<file path="src/rtl/sorted_insert_priority_queue_core_assert.svh">
// Assertion macros shared by the queue modules.
`ifndef SORTED_INSERT_PRIORITY_QUEUE_CORE_ASSERT_SVH
`define SORTED_INSERT_PRIORITY_QUEUE_CORE_ASSERT_SVH

// Check a property while out of reset.
`define SIPQ_ASSERT(label, prop, msg) \
  label: assert property (@(posedge clk_i) disable iff (!rst_ni) prop) else $error(msg);

// Check a property on every clock edge, reset included.
`define SIPQ_ASSERT_ALWAYS(label, prop, msg) \
  label: assert property (@(posedge clk_i) prop) else $error(msg);

`endif

</file>
<file path="src/rtl/sipq_pkg.sv">
package sipq_pkg;

  localparam int DEPTH = 8;
  localparam int CNT_BITS = $clog2(DEPTH + 1);
  localparam int CNT_W = (CNT_BITS > 4) ? CNT_BITS : 4;
  localparam int ID_W = 16;
  localparam int PRI_W = 8;

  typedef enum logic {
    OP_INSERT = 1'b0,
    OP_REMOVE = 1'b1
  } op_e;

  typedef enum logic [1:0] {
    STATUS_OK        = 2'd0,
    STATUS_OVERFLOW  = 2'd1,
    STATUS_UNDERFLOW = 2'd2
  } status_e;

  typedef struct packed {
    logic    load;
    logic    insert;
    logic    remove;
    status_e status;
  } dp_cmd_t;

  typedef struct packed {
    logic full;
    logic empty;
  } dp_stat_t;

endpackage

</file>
<file path="src/rtl/sipq_ctrl.sv">
`include "sorted_insert_priority_queue_core_assert.svh"

module sipq_ctrl (
  input  logic              clk_i,
  input  logic              rst_ni,
  input  logic              in_valid_i,
  output logic              in_ready_o,
  input  logic              op_i,
  output logic              out_valid_o,
  input  logic              out_ready_i,
  input  sipq_pkg::dp_stat_t stat_i,
  output sipq_pkg::dp_cmd_t  cmd_o
);

  localparam logic S_IDLE = 1'b0;
  localparam logic S_HOLD = 1'b1;

  logic state_q, state_d;
  logic accept;

  assign in_ready_o  = (state_q == S_IDLE) || out_ready_i;
  assign out_valid_o = (state_q == S_HOLD);
  assign accept      = in_valid_i && in_ready_o;

  always_comb begin
    cmd_o.load   = accept;
    cmd_o.insert = 1'b0;
    cmd_o.remove = 1'b0;
    cmd_o.status = sipq_pkg::STATUS_OK;
    if (op_i == sipq_pkg::OP_INSERT) begin
      if (stat_i.full) begin
        cmd_o.status = sipq_pkg::STATUS_OVERFLOW;
      end else begin
        cmd_o.insert = accept;
      end
    end else begin
      if (stat_i.empty) begin
        cmd_o.status = sipq_pkg::STATUS_UNDERFLOW;
      end else begin
        cmd_o.remove = accept;
      end
    end
  end

  always_comb begin
    state_d = state_q;
    if (accept) begin
      state_d = S_HOLD;
    end else if (out_ready_i) begin
      state_d = S_IDLE;
    end
  end

  always_ff @(posedge clk_i or negedge rst_ni) begin
    if (!rst_ni) begin
      state_q <= S_IDLE;
    end else begin
      state_q <= state_d;
    end
  end

  `SIPQ_ASSERT(a_ins_not_full, cmd_o.insert |-> !stat_i.full, "insert issued while full")
  `SIPQ_ASSERT(a_rem_not_empty, cmd_o.remove |-> !stat_i.empty, "remove issued while empty")
  `SIPQ_ASSERT(a_load_shows, cmd_o.load |=> out_valid_o, "accepted beat produced no result")
  `SIPQ_ASSERT_ALWAYS(a_one_op, !(cmd_o.insert && cmd_o.remove), "insert and remove together")

endmodule

</file>
<file path="src/rtl/sipq_datapath.sv">
`include "sorted_insert_priority_queue_core_assert.svh"

module sipq_datapath (
  input  logic                         clk_i,
  input  logic                         rst_ni,
  input  sipq_pkg::dp_cmd_t            cmd_i,
  output sipq_pkg::dp_stat_t           stat_o,
  input  logic [sipq_pkg::ID_W-1:0]    job_id_i,
  input  logic [sipq_pkg::PRI_W-1:0]   job_priority_i,
  output logic [1:0]                   status_o,
  output logic [sipq_pkg::ID_W-1:0]    removed_id_o,
  output logic [sipq_pkg::PRI_W-1:0]   removed_priority_o,
  output logic [3:0]                   occupancy_o
);

  logic [sipq_pkg::ID_W-1:0]  id_q  [sipq_pkg::DEPTH];
  logic [sipq_pkg::PRI_W-1:0] pri_q [sipq_pkg::DEPTH];
  logic [sipq_pkg::CNT_W-1:0] count_q, count_d;
  logic [sipq_pkg::DEPTH-1:0] gt;

  sipq_pkg::status_e          status_q;
  logic [sipq_pkg::ID_W-1:0]  rid_q;
  logic [sipq_pkg::PRI_W-1:0] rpri_q;

  assign stat_o.empty = (count_q == '0);
  assign stat_o.full  = (count_q == sipq_pkg::CNT_W'(sipq_pkg::DEPTH));

  // Slots that move back on insert: live and of larger priority value.
  always_comb begin
    for (int i = 0; i < sipq_pkg::DEPTH; i++) begin
      gt[i] = (sipq_pkg::CNT_W'(i) < count_q) && (pri_q[i] > job_priority_i);
    end
  end

  for (genvar g = 0; g < sipq_pkg::DEPTH; g++) begin : g_slot
    logic [sipq_pkg::ID_W-1:0]  ins_id, rem_id;
    logic [sipq_pkg::PRI_W-1:0] ins_pri, rem_pri;
    logic                       ins_wr;

    assign ins_wr = gt[g] || (count_q == sipq_pkg::CNT_W'(g));

    if (g == 0) begin : g_front
      assign ins_id  = job_id_i;
      assign ins_pri = job_priority_i;
    end else begin : g_back
      assign ins_id  = gt[g-1] ? id_q[g-1]  : job_id_i;
      assign ins_pri = gt[g-1] ? pri_q[g-1] : job_priority_i;
    end

    if (g == sipq_pkg::DEPTH - 1) begin : g_last
      assign rem_id  = id_q[g];
      assign rem_pri = pri_q[g];
    end else begin : g_mid
      assign rem_id  = id_q[g+1];
      assign rem_pri = pri_q[g+1];
    end

    always_ff @(posedge clk_i) begin
      if (cmd_i.insert && ins_wr) begin
        id_q[g]  <= ins_id;
        pri_q[g] <= ins_pri;
      end else if (cmd_i.remove) begin
        id_q[g]  <= rem_id;
        pri_q[g] <= rem_pri;
      end
    end
  end

  always_comb begin
    count_d = count_q;
    if (cmd_i.insert) begin
      count_d = count_q + 1'b1;
    end else if (cmd_i.remove) begin
      count_d = count_q - 1'b1;
    end
  end

  always_ff @(posedge clk_i or negedge rst_ni) begin
    if (!rst_ni) begin
      count_q <= '0;
    end else begin
      count_q <= count_d;
    end
  end

  // Result beat: drop zeros on the removed fields unless a job left.
  always_ff @(posedge clk_i) begin
    if (cmd_i.load) begin
      status_q <= cmd_i.status;
      rid_q    <= cmd_i.remove ? id_q[0]  : '0;
      rpri_q   <= cmd_i.remove ? pri_q[0] : '0;
    end
  end

  assign status_o           = status_q;
  assign removed_id_o       = rid_q;
  assign removed_priority_o = rpri_q;
  assign occupancy_o        = count_q[3:0];

  `SIPQ_ASSERT(a_count_range, count_q <= sipq_pkg::CNT_W'(sipq_pkg::DEPTH), "count past depth")
  `SIPQ_ASSERT(a_ins_count, cmd_i.insert |=> count_q == $past(count_q) + 1'b1, "insert count slip")
  `SIPQ_ASSERT(a_sorted_front, count_q >= sipq_pkg::CNT_W'(2) |-> pri_q[0] <= pri_q[1], "front out of order")

endmodule

</file>
<file path="src/rtl/sorted_insert_priority_queue_core.sv">
// Channel  Handshake                 Payload
// in       in_valid_i / in_ready_o   op_i, job_id_i, job_priority_i
// out      out_valid_o / out_ready_i status_o, removed_id_o, removed_priority_o, occupancy_o
//
// Every slot compares against the new priority in parallel and shifts on the accepting edge,
// so one insert or remove is accepted per cycle while a held result does not block input.
// The result is registered and shows the cycle after acceptance.
// A held result blocks input only while out_ready_i stays low.
// Reset clears the job count; slot contents are left as they are.
module sorted_insert_priority_queue_core (
  input  logic                        clk_i,
  input  logic                        rst_ni,
  input  logic                        in_valid_i,
  output logic                        in_ready_o,
  input  logic                        op_i,
  input  logic [sipq_pkg::ID_W-1:0]   job_id_i,
  input  logic [sipq_pkg::PRI_W-1:0]  job_priority_i,
  output logic                        out_valid_o,
  input  logic                        out_ready_i,
  output logic [1:0]                  status_o,
  output logic [sipq_pkg::ID_W-1:0]   removed_id_o,
  output logic [sipq_pkg::PRI_W-1:0]  removed_priority_o,
  output logic [3:0]                  occupancy_o
);

  sipq_pkg::dp_cmd_t  cmd;
  sipq_pkg::dp_stat_t stat;

  sipq_ctrl u_ctrl (
    .clk_i       (clk_i),
    .rst_ni      (rst_ni),
    .in_valid_i  (in_valid_i),
    .in_ready_o  (in_ready_o),
    .op_i        (op_i),
    .out_valid_o (out_valid_o),
    .out_ready_i (out_ready_i),
    .stat_i      (stat),
    .cmd_o       (cmd)
  );

  sipq_datapath u_datapath (
    .clk_i              (clk_i),
    .rst_ni             (rst_ni),
    .cmd_i              (cmd),
    .stat_o             (stat),
    .job_id_i           (job_id_i),
    .job_priority_i     (job_priority_i),
    .status_o           (status_o),
    .removed_id_o       (removed_id_o),
    .removed_priority_o (removed_priority_o),
    .occupancy_o        (occupancy_o)
  );

endmodule

</file>
<file path="config.mk">
export PLATFORM = sky130hd
export DESIGN_NAME = sorted_insert_priority_queue_core
export DESIGN_NICKNAME = d
export VERILOG_FILES = /design/src/rtl/sipq_pkg.sv /design/src/rtl/sipq_ctrl.sv /design/src/rtl/sipq_datapath.sv /design/src/rtl/sorted_insert_priority_queue_core.sv
export VERILOG_INCLUDE_DIRS = /design/src /design/src/rtl
export SDC_FILE = /design/constraint.sdc
export NUM_CORES = 1
export LEC_CHECK = 0
export BUFFER_PORTS_ARGS = -buffer_cell sky130_fd_sc_hd__buf_2
export CORE_UTILIZATION = 39
export CTS_CLUSTER_DIAMETER = 50
export DETAILED_ROUTE_END_ITERATION = 10
export SLEW_MARGIN = 20
export SYNTH_ARGS = -nofsm -noshare
export SYNTH_HDL_FRONTEND = slang
export SYNTH_SLANG_ARGS = --single-unit
</file>
<file path="constraint.sdc">
create_clock -name clk_i -period 5.2 [get_ports clk_i]
set_clock_uncertainty 0.2 [all_clocks]
set_input_delay 0.52 -clock clk_i [delete_from_list [all_inputs] [get_ports clk_i]]
set_output_delay 0.52 -clock clk_i [all_outputs]
set_load 0.02 [all_outputs]
</file>
* After elaboration in Yosys (flattened, before gate mapping)
Memory sizes are Yosys's and may differ from the RTL's.
Index checks and enable logic that the tools add are counted.
** Word-level totals
- Memories kept :: 2
- Output and inout bits :: 32
- Logic and storage cells :: 153
- Register bits :: 31
- Bits in writable memories :: 192
- Input bits :: 29
** Operators by class
- Equal/unequal tests :: 8
- Magnitude comparators :: 16
- Mux-type cells :: 74
- $add $sub $neg :: 2
- Reduce and logical (&&, ||, !) cells :: 29
- Bitwise operators :: 17
** Memory list
- u_datapath.id_q :: depth 8, width 16, rd ports 8, clocked after Yosys merged registers in 0, write ports 8, RTL line sipq_datapath.sv:16 : logic [sipq_pkg::ID_W-1:0] id_q [sipq_pkg::DEPTH];
- u_datapath.pri_q :: depth 8, width 8, rd ports 8, clocked after Yosys merged registers in 0, write ports 8, RTL line sipq_datapath.sv:17 : logic [sipq_pkg::PRI_W-1:0] pri_q [sipq_pkg::DEPTH];
** Operators by type and width (number)
- $mux 16 :: 15
- $mux 8 :: 15
- $gt 8x8->1 :: 8
- $mux 1 :: 40
- $logic_and 1x1->1 :: 17
- $eq 4x3->1 const B :: 4
- $lt 3x4->1 const A :: 4
- $or 1x1->1 :: 16
- $logic_or 1x1->1 :: 9
- $eq 4x2->1 const B :: 2
- $lt 1x4->1 const A :: 2
- $lt 2x4->1 const A :: 2
- $mux 4 :: 2
- $add 4x1->4 const B :: 1
- $eq 4x1->1 const B :: 1
- $eq 4x4->1 const B :: 1
- $logic_not 4->1 :: 1
- $mux 2 :: 2
- $reduce_bool 2->1 :: 2
- $sub 4x1->4 const B :: 1
- $not 1->1 :: 1

* Logic depth before layout (Yosys ltp)
Gate-level depths: netlist (run 1).
- Depth after elaboration :: 9
- Depth in mapped cells :: 9
- Mapped depth without buffers :: 7

* Cells and area by module
From an unflattened synthesis (run 1), not the netlist that was laid out.
** Second synthesis, totals
- Cells, all modules :: 981
- Area total of the unflattened synthesis :: 13295.3 µm²
** Modules (own cells, without submodules)
- sipq_datapath :: cells each 971, area each 13203.9 µm², sequential area each 6646.4 µm², instances 1
- sipq_ctrl :: cells each 10, area each 91.3 µm², sequential area each 25.0 µm², instances 1

* Least setup slack after synthesis (run 1)
OpenSTA, ideal clock, no wires.
- Path type :: input to register
- Start :: in job_priority_i[7] (netlist bit)
- End :: mem u_datapath.id_q[1][16] (netlist bit), enable pin
- Setup slack :: 1.203 ns
- Data required time :: 4.580 ns
- Buffers on the path :: 1
- Library setup time :: 0.420 ns
- Arrival time :: 3.377 ns
- Stages on the path :: 8
- Cell sequence :: inv_1 ha_1 nand4_1 nor2_1 a2111oi_4 clkbuf_1 nor2_1 a31oi_1
** RTL lines
- start, declared :: RTL line sorted_insert_priority_queue_core.sv:17 : input logic [sipq_pkg::PRI_W-1:0] job_priority_i,
- end, declared :: RTL line sipq_datapath.sv:16

==> out/metrics.yaml, run 1 <==
outcome: "finished, final reports clean"
ir_drop_mv: 0.2887
yosysSeqAreaShare_pct: 52.19
drv_cap: 0
p_per_area_nw_per_um2: 474.8
pwr-share-seq_pct: 40.4
synthTopCellsByArea: "edfxtp_1 (51%), ha_1 (6.7%), a31oi_1 (6.0%)"
overflow: 0
coreArea_um2: 31880
clk_latency_ns: 0.55
clock_sinks: 223
slew_headroom_pct: 21.40
slew_violations: 0
io_buffers: 60
io_pins: 61
power_mw: 6.803
fin_crit_sh_pct: 62.34
switching_share_pct: 35.72
root_buffer: "clkbuf_16"
area_delta_synth_final_pct: 12.10
syn_inst: 1239
synthTopCellsByCount: "edfxtp_1 (218), nor2_1 (181), o21ai_0 (128), nand3_1 (126), a31oi_1 (123)"
htreeDepth: 1
crit_required_ns: 5.19
crit_arrival_ns: 3.23
grt_pass1_vias: 10250
crit_path_end_kind: "flip-flop"
fin_nets: 1360
grt_pass1_wl_mm: 56.57
timing.final.ws_setup_ns: 1.958
drc: 0
yosys.area_share.simple_pct: 14.14
place_congestion: 0.8655
die_area_um2: 33510
yosysWarnings: 0
track_usage_pct: 21.43
power.share.clock_pct: 28.0
hold_ws_ns: 0.03525
clkSlewWorstSetupHoldPaths_ns: 0.06
grt_max_degree: 84
fin_tns_setup_ns: 0
p_int_mw: 4.374
synth_edf_count: 218
synthArstFlopShare_pct: 2.242
synth-compound-area-share_pct: 18.93
rsz0062_at_grt: "false"
vias_per_cell: 6.005
drive_above_1_share_pct: 14.20
r2r-start: "u_datapath.occupancy_o[1]"
synth_area_um2: 12780
ys_types: 57
cts_resized: 0
yosysMostFrequentCell: "edfxtp_1"
start_util_pct: 40.10
min_path_type: "in2reg"
synth_xor_area_share_pct: 0.2055
p_comb_share_pct: 31.6
antenna_found_initial: 0
post-cts-setup-buffers: 0
synthMuxAreaShare_pct: 2.339
dp_hpwl_mm: 24.62
p_switching_mw: 2.430
synthFlopType: "edfxtp_1"
min_period_ns: 3.242
die_x_um: 183.0
synth.net_count: 1336
drt_pre_antenna_iters: 5
ant_nets: 0
wl_per_cell_um: 20.97
holdBufCountCts: 1
synth_top_family_by_area: "compound AO/OA/AOI/OAI gates"
synth_fa_ha_area_share_pct: 6.656
cts_buffer_depth: 3
cts_tree: "done"
leakagePower_nw: 5.338
diodes: 0
die_y_um: 183.0
hold_viol_final: 0
setup_viol: 0
worstMarginPinSlew_ns: 1.176
vias: 10310
worstSetupStartpoint: "u_datapath.occupancy_o[1]"
cp-start-kind: "flip-flop"
drt_iter0_drc: 975
dp_slack_ns: 1.549
instances_no_fill: 1717
avgSynthCellArea_um2: 10.32
worst-path-max-fanout: 24
path_class: "reg2reg"
synth_area_leader_cell: "edfxtp_1"
rows: 65
synth-seq-cells: 223
cts_made_buffers: 29
synth_top_area_share_pct: 51.21
min_from: "in_valid_i"
dp.cells: 1666
routed_wl_mm: 36.01
fmax_mhz: 308.5
## final cells by class
cell class	count	area (um^2)
tap	435	544.3
inverter	60	225.2
clock inverter	19	158.9
timing repair buffer	86	535.5
sequential	223	6671
clock buffer	31	733.2
fill	3092	17550
multi-input combinational	863	5461
## power by group through the flow
stage	registers [mW]	clock network (mW)	logic [mW]
global placement	2.77	0	2.09
detailed placement	2.78	0	2.13
floorplan	2.71	0	1.57
global route	2.78	2.00	2.37
CTS	2.74	1.93	2.14
finish	2.75	1.91	2.15
## cell usage in the layout, fill, tap and decap left out, types with 37 or more instances in the layout
master      n
inv_1      60
a31oi_1   120
edfxtp_1  218
buf_2      60
ha_1       68
nand2_1    37
nor2_1    180
o21ai_0   128
nand3_1   125
## cells by family (layout without fill, tap and decap cells)
kind of cell	Yosys count	count (layout)
DFF	223	223
muxes	24	24
AOI/OAI and AO/OA	373	373
adders and majority gates	68	68
and+or+nand+nor	395	395
buffers and inverters	153	196
xor gates and xnor gates	3	3
## state kept, by name, summed over array words and instances (netlist names)
name,cells
u_datapath.id_q,128
u_datapath.pri_q,64
u_datapath.occupancy_o,4
u_ctrl.out_valid_o,1
u_datapath.status_o,2
u_datapath.removed_id_o,16
u_datapath.removed_priority_o,8
## per-stage QoR
| step | cell area [um^2] | util, % |
|---|---|---|
| 2_1_floorplan | 12780 | - |
| 3_3_place_gp | 13420 | 42.10 |
| 3_5_place_dp | 13420 | 42.10 |
| 4_1_cts | 14330 | 44.93 |
| 5_1_grt | 14330 | 44.95 |
| 6_report | 14330 | 44.95 |
## worst max-delay path, cell delays in order (launching register included)
cell and delay [ns]:
dfrtp_1 0.51, inv_1 0.15, ha_1 0.31, a311oi_1 0.88, o21ai_0 0.27, a21oi_2 0.17
buf_4 0.36
## path summary, 6_finish.rpt
check	endpoint	slack [ns]	depth (start not counted)
max	u_datapath.id_q[1][59]	1.96	6
min	u_ctrl.out_valid_o	0.04	2
max reg2reg	u_datapath.id_q[1][59]	1.96	6
min reg2reg	u_datapath.id_q[0][5]	0.37	2
max in group asynchronous	u_datapath.occupancy_o[3]	4.56	2
min in group asynchronous	u_datapath.occupancy_o[2]	0.11	2
## per-layer routing
layer | vias to the layer above | track usage (%) | wire length, um
met5 | - | 0 | 0
met4 | 0 | 7.267 | 1105
li1 | 4748 | - | -
met3 | 83 | 3.018 | 1895
met1 | 5121 | 28.11 | 15720
met2 | 358 | 36.27 | 17290
Power figures use the tool's default switching activity.
==> run 2, diff against run 1 <==
--- a/config.mk
+++ b/config.mk
@@ -6,6 +6,7 @@
 export SDC_FILE = /design/constraint.sdc
 export NUM_CORES = 1
 export LEC_CHECK = 0
+export ABC_AREA = 1
 export BUFFER_PORTS_ARGS = -buffer_cell sky130_fd_sc_hd__buf_2
 export CORE_UTILIZATION = 39
 export CTS_CLUSTER_DIAMETER = 50
==> constraint.sdc (replaced) <==
create_clock -name clk_i -period 3.1 [get_ports clk_i]
set_clock_uncertainty 0.2 [all_clocks]
set_input_delay 0.31 -clock clk_i [delete_from_list [all_inputs] [get_ports clk_i]]
set_output_delay 0.31 -clock clk_i [all_outputs]
set_load 0.02 [all_outputs]
==> run 2 against run 1 <==
Critical path depth is 7 higher; worst hold slack gained 0.079 ns; clock-buffer cell count rose by 3; register-to-register slack worse by 1.6 ns; power grew 84%; global-route usage down 1.9 points; combinational power increased by 100%; clock power rose by 88%; synthesized area is 3.5% higher; die area rose by 3.5%; sequential share of layout area down 3.5 points; utilization rose by 1.4 points; largest cell class unchanged.
==> out/metrics.yaml, run 2 <==
antenna_found_initial: 0  # unchanged
track_usage_pct: 19.54  # -1.9 points
crit_path_frequent_cell: "nand2_1"
ys_types: 30  # -47%
nFillCells: 3215  # +4.0%
outcome: "finished, final reports clean"
avgSynthCellArea_um2: 8.221  # -20%
max_stage_delay_ns: 0.53  # -0.35 ns
pwr-share-seq_pct: 36.7  # -3.7 points
drive_above_1_share_pct: 9.778  # -4.4 points
grt_pass1_vias: 10050  # -1.9%
fin_nets: 1782  # +31%
crit_required_ns: 3.19  # -2.00 ns
clock_sinks: 223  # unchanged
p_comb_share_pct: 34.7  # +3.1 points
timing.final.ws_setup_ns: 0.2301  # -1.728 ns
dp_slack_ns: 0.2411  # -1.308 ns
hold_ws_ns: 0.1142  # +0.07893 ns
crit_slowest_cell: "dlygate4sd3_1"
worstSetupStartpoint: "job_priority_i[3]"
area_delta_synth_final_pct: 17.03
clkSlewWorstSetupHoldPaths_ns: 0.05  # about the same
mostFrequentLayoutCells: "nand2_1 (569), nand3_1 (223), edfxtp_1 (218)"
synthTopCellsByArea: "edfxtp_1 (49%), nand2_1 (16%), nand3_1 (8.4%)"
post-cts-setup-buffers: 0  # unchanged
synth_area_um2: 13240  # +3.5%
min_from: "job_priority_i[0]"
p_int_mw: 7.907  # +81%
synthArstFlopShare_pct: 2.242  # unchanged
worst-path-max-fanout: 21  # -13%
clk_latency_ns: 0.55  # about the same
power.share.clock_pct: 28.7  # +0.7 points
coreArea_um2: 33450  # +4.9%
crit_path_end_kind: "flip-flop"
synth_top_area_share_pct: 49.46  # -1.7 points
htreeDepth: 1  # unchanged
io_buffers: 60  # unchanged
final_common_cell: "nand2_1"
cts_buffer_depth: 3  # unchanged
synthFlopType: "edfxtp_1"
fin_tns_setup_ns: 0  # unchanged
cts_resized: 0  # unchanged
cp_cell_sequence: "dlygate4sd3_1 -> buf_2 -> inv_1 -> ha_1 -> a21oi_1 -> nand2_1 -> nand2_1 -> nand2_1 -> nand3_1 -> buf_12 -> nand2_1 -> nand3_1 -> nand2_1"
yosysWarnings: 0  # unchanged
yosysMostFrequentCell: "nand2_1"
min_path_type: "in2reg"
synth_area_leader_cell: "edfxtp_1"
ir_drop_mv: 0.4304  # +49%
die_area_um2: 34680  # +3.5%
slew_violations: 0  # unchanged
synth_edf_count: 218  # unchanged
root_buffer: "clkbuf_16"
die_y_um: 186.2  # +1.7%
path_class: "in2reg"
slew_headroom_pct: 53.76  # +32 points
cts_made_buffers: 30  # +3.4%
cp-start-kind: "input pin"
rows: 67  # +3.1%
io_pins: 61  # unchanged
start_util_pct: 39.57  # -0.53 points
fmax_mhz: 348.4
die_x_um: 186.2  # +1.7%
drt_pre_antenna_iters: 5  # unchanged
ant_nets: 0  # unchanged
largest_reg_flops: 128  # unchanged
rsz0062_at_grt: "false"
yosysSeqAreaShare_pct: 50.41  # -1.8 points
switching_share_pct: 36.89  # +1.2 points
vias_per_cell: 4.927  # -18%
crit_arrival_ns: 2.96  # -0.27 ns
grt_pass1_wl_mm: 54.13  # -4.3%
synth.net_count: 1707  # +28%
overflow: 0  # unchanged
cts_tree: "done"
min_period_ns: 2.870
diodes: 0  # unchanged
routed_wl_mm: 33.35  # -7.4%
worstMarginPinSlew_ns: 0.6928  # -0.4829 ns
hold_viol_final: 0  # unchanged
fin_crit_sh_pct: 92.58
synthTopCellsByCount: "nand2_1 (569), nand3_1 (223), edfxtp_1 (218), inv_1 (213), ha_1 (68)"
leakagePower_nw: 7.352  # +38%
drt_iter0_drc: 1079  # +11%
grt_max_degree: 147  # +75%
p_per_area_nw_per_um2: 809.0  # +70%
drv_cap: 0  # unchanged
setup_viol: 0  # unchanged
drc: 0  # unchanged
dp_hpwl_mm: 24.22  # -1.6%
regMostFlops: "u_datapath.id_q"
p_switching_mw: 4.622  # +90%
vias: 10620  # +3.0%
wl_per_cell_um: 15.47  # -26%
syn_inst: 1610  # +30%
r2r-start: "u_datapath.occupancy_o[1]"
synth-seq-cells: 223  # unchanged
place_congestion: 0.8347  # -3.6%
==> run 2: cell types whose count changed after synthesis, sizes merged, moves of 29 or more <==
cell	before	now
inv	60	218
nand3	126	225
a31oi	123	2
nand4	13	51
nand2	37	572
o21ai	132	61
nor2	182	52
o211ai	29	0
==> run 2: routing by layer <==
layer	track usage (%)	part of all wire, %	vias to the layer above
met3	2.298	6.7	35
met2	29.21	42	352
met4	4.459	1.6	0
li1	-	-	5471
met5	0	0	-
met1	29.93	49	4765
==> run 2: power groups by stage <==
stage	Sequential [mW]	Combinational, mW	Clock [mW]
6_report	4.59	4.34	3.59
4_1_cts	4.59	4.35	3.67
3_5_place_dp	4.65	4.29	0
5_1_grt	4.66	4.91	3.77
2_1_floorplan	4.63	3.08	0
3_3_place_gp	4.63	4.22	0
==> run 2: area by class of cell <==
| cell class | instances | area, um^2 | share of cell area (%) |
|---|---|---|---|
| Clock buffer | 34 | 787.0 | 5.081 |
| Clock inverter | 21 | 247.7 | 1.599 |
| Inverter | 218 | 827.0 | 5.340 |
| Multi-Input combinational cell | 1086 | 5426 | 35.04 |
| Sequential cell | 223 | 6671 | 43.07 |
| Tap cell | 448 | 560.5 | 3.619 |
| Timing Repair Buffer | 126 | 968.4 | 6.253 |
==> run 2: logic make-up (layout without fill, tap and decap cells) <==
group	after synthesis	after routing	share of synthesized area [%]
buffers and inverters	301	399	9.189
and+or+nand+nor	902	902	29.08
adders and majority gates	68	68	6.428
AOI/OAI and AO/OA	113	113	4.698
DFF	223	223	50.41
xor gates and xnor gates	3	3	0.1986
==> run 2: worst paths after layout <==
check                           slack, ns  depth (start not counted)                         to
max in group asynchronous            2.02                          3  u_datapath.occupancy_o[1]
worst min-delay path                 0.11                          3    u_datapath.pri_q[1][24]
worst max-delay path                 0.23                         13     u_datapath.pri_q[1][6]
worst max register to register       0.38                          8     u_datapath.id_q[1][38]
min in group asynchronous            0.48                          3  u_datapath.occupancy_o[2]
worst min register to register       0.31                          2     u_datapath.id_q[1][34]
==> run 2: worst max-delay path: cells and delay by family <==
kind | cells | cell delay (ns)
AOI/OAI and AO/OA | 1 | 0.18
buffers and inverters | 4 | 1.36
adders and majority gates | 1 | 0.35
and+or+nand+nor | 7 | 0.75
==> run 2: per-stage QoR <==
| step | instances | util [%] | power (mW) | cell area [um^2] |
|---|---|---|---|---|
| after floorplan | 1610 | - | 7.715 | 13320 |
| after global placement | 2072 | 42.34 | 8.852 | 14160 |
| after detailed placement | 2072 | 42.34 | 8.945 | 14160 |
| after CTS | 2156 | 46.31 | 12.61 | 15490 |
| after global routing | 2156 | 46.31 | 13.34 | 15490 |
| final | 2156 | 46.31 | 12.53 | 15490 |
==> run 2: what timing repair did <==
action                                 4_1_cts  5_1_grt
hold buffers                                29        0
setup endpoints to repair                    0        0
endpoints found under the hold margin       46        0
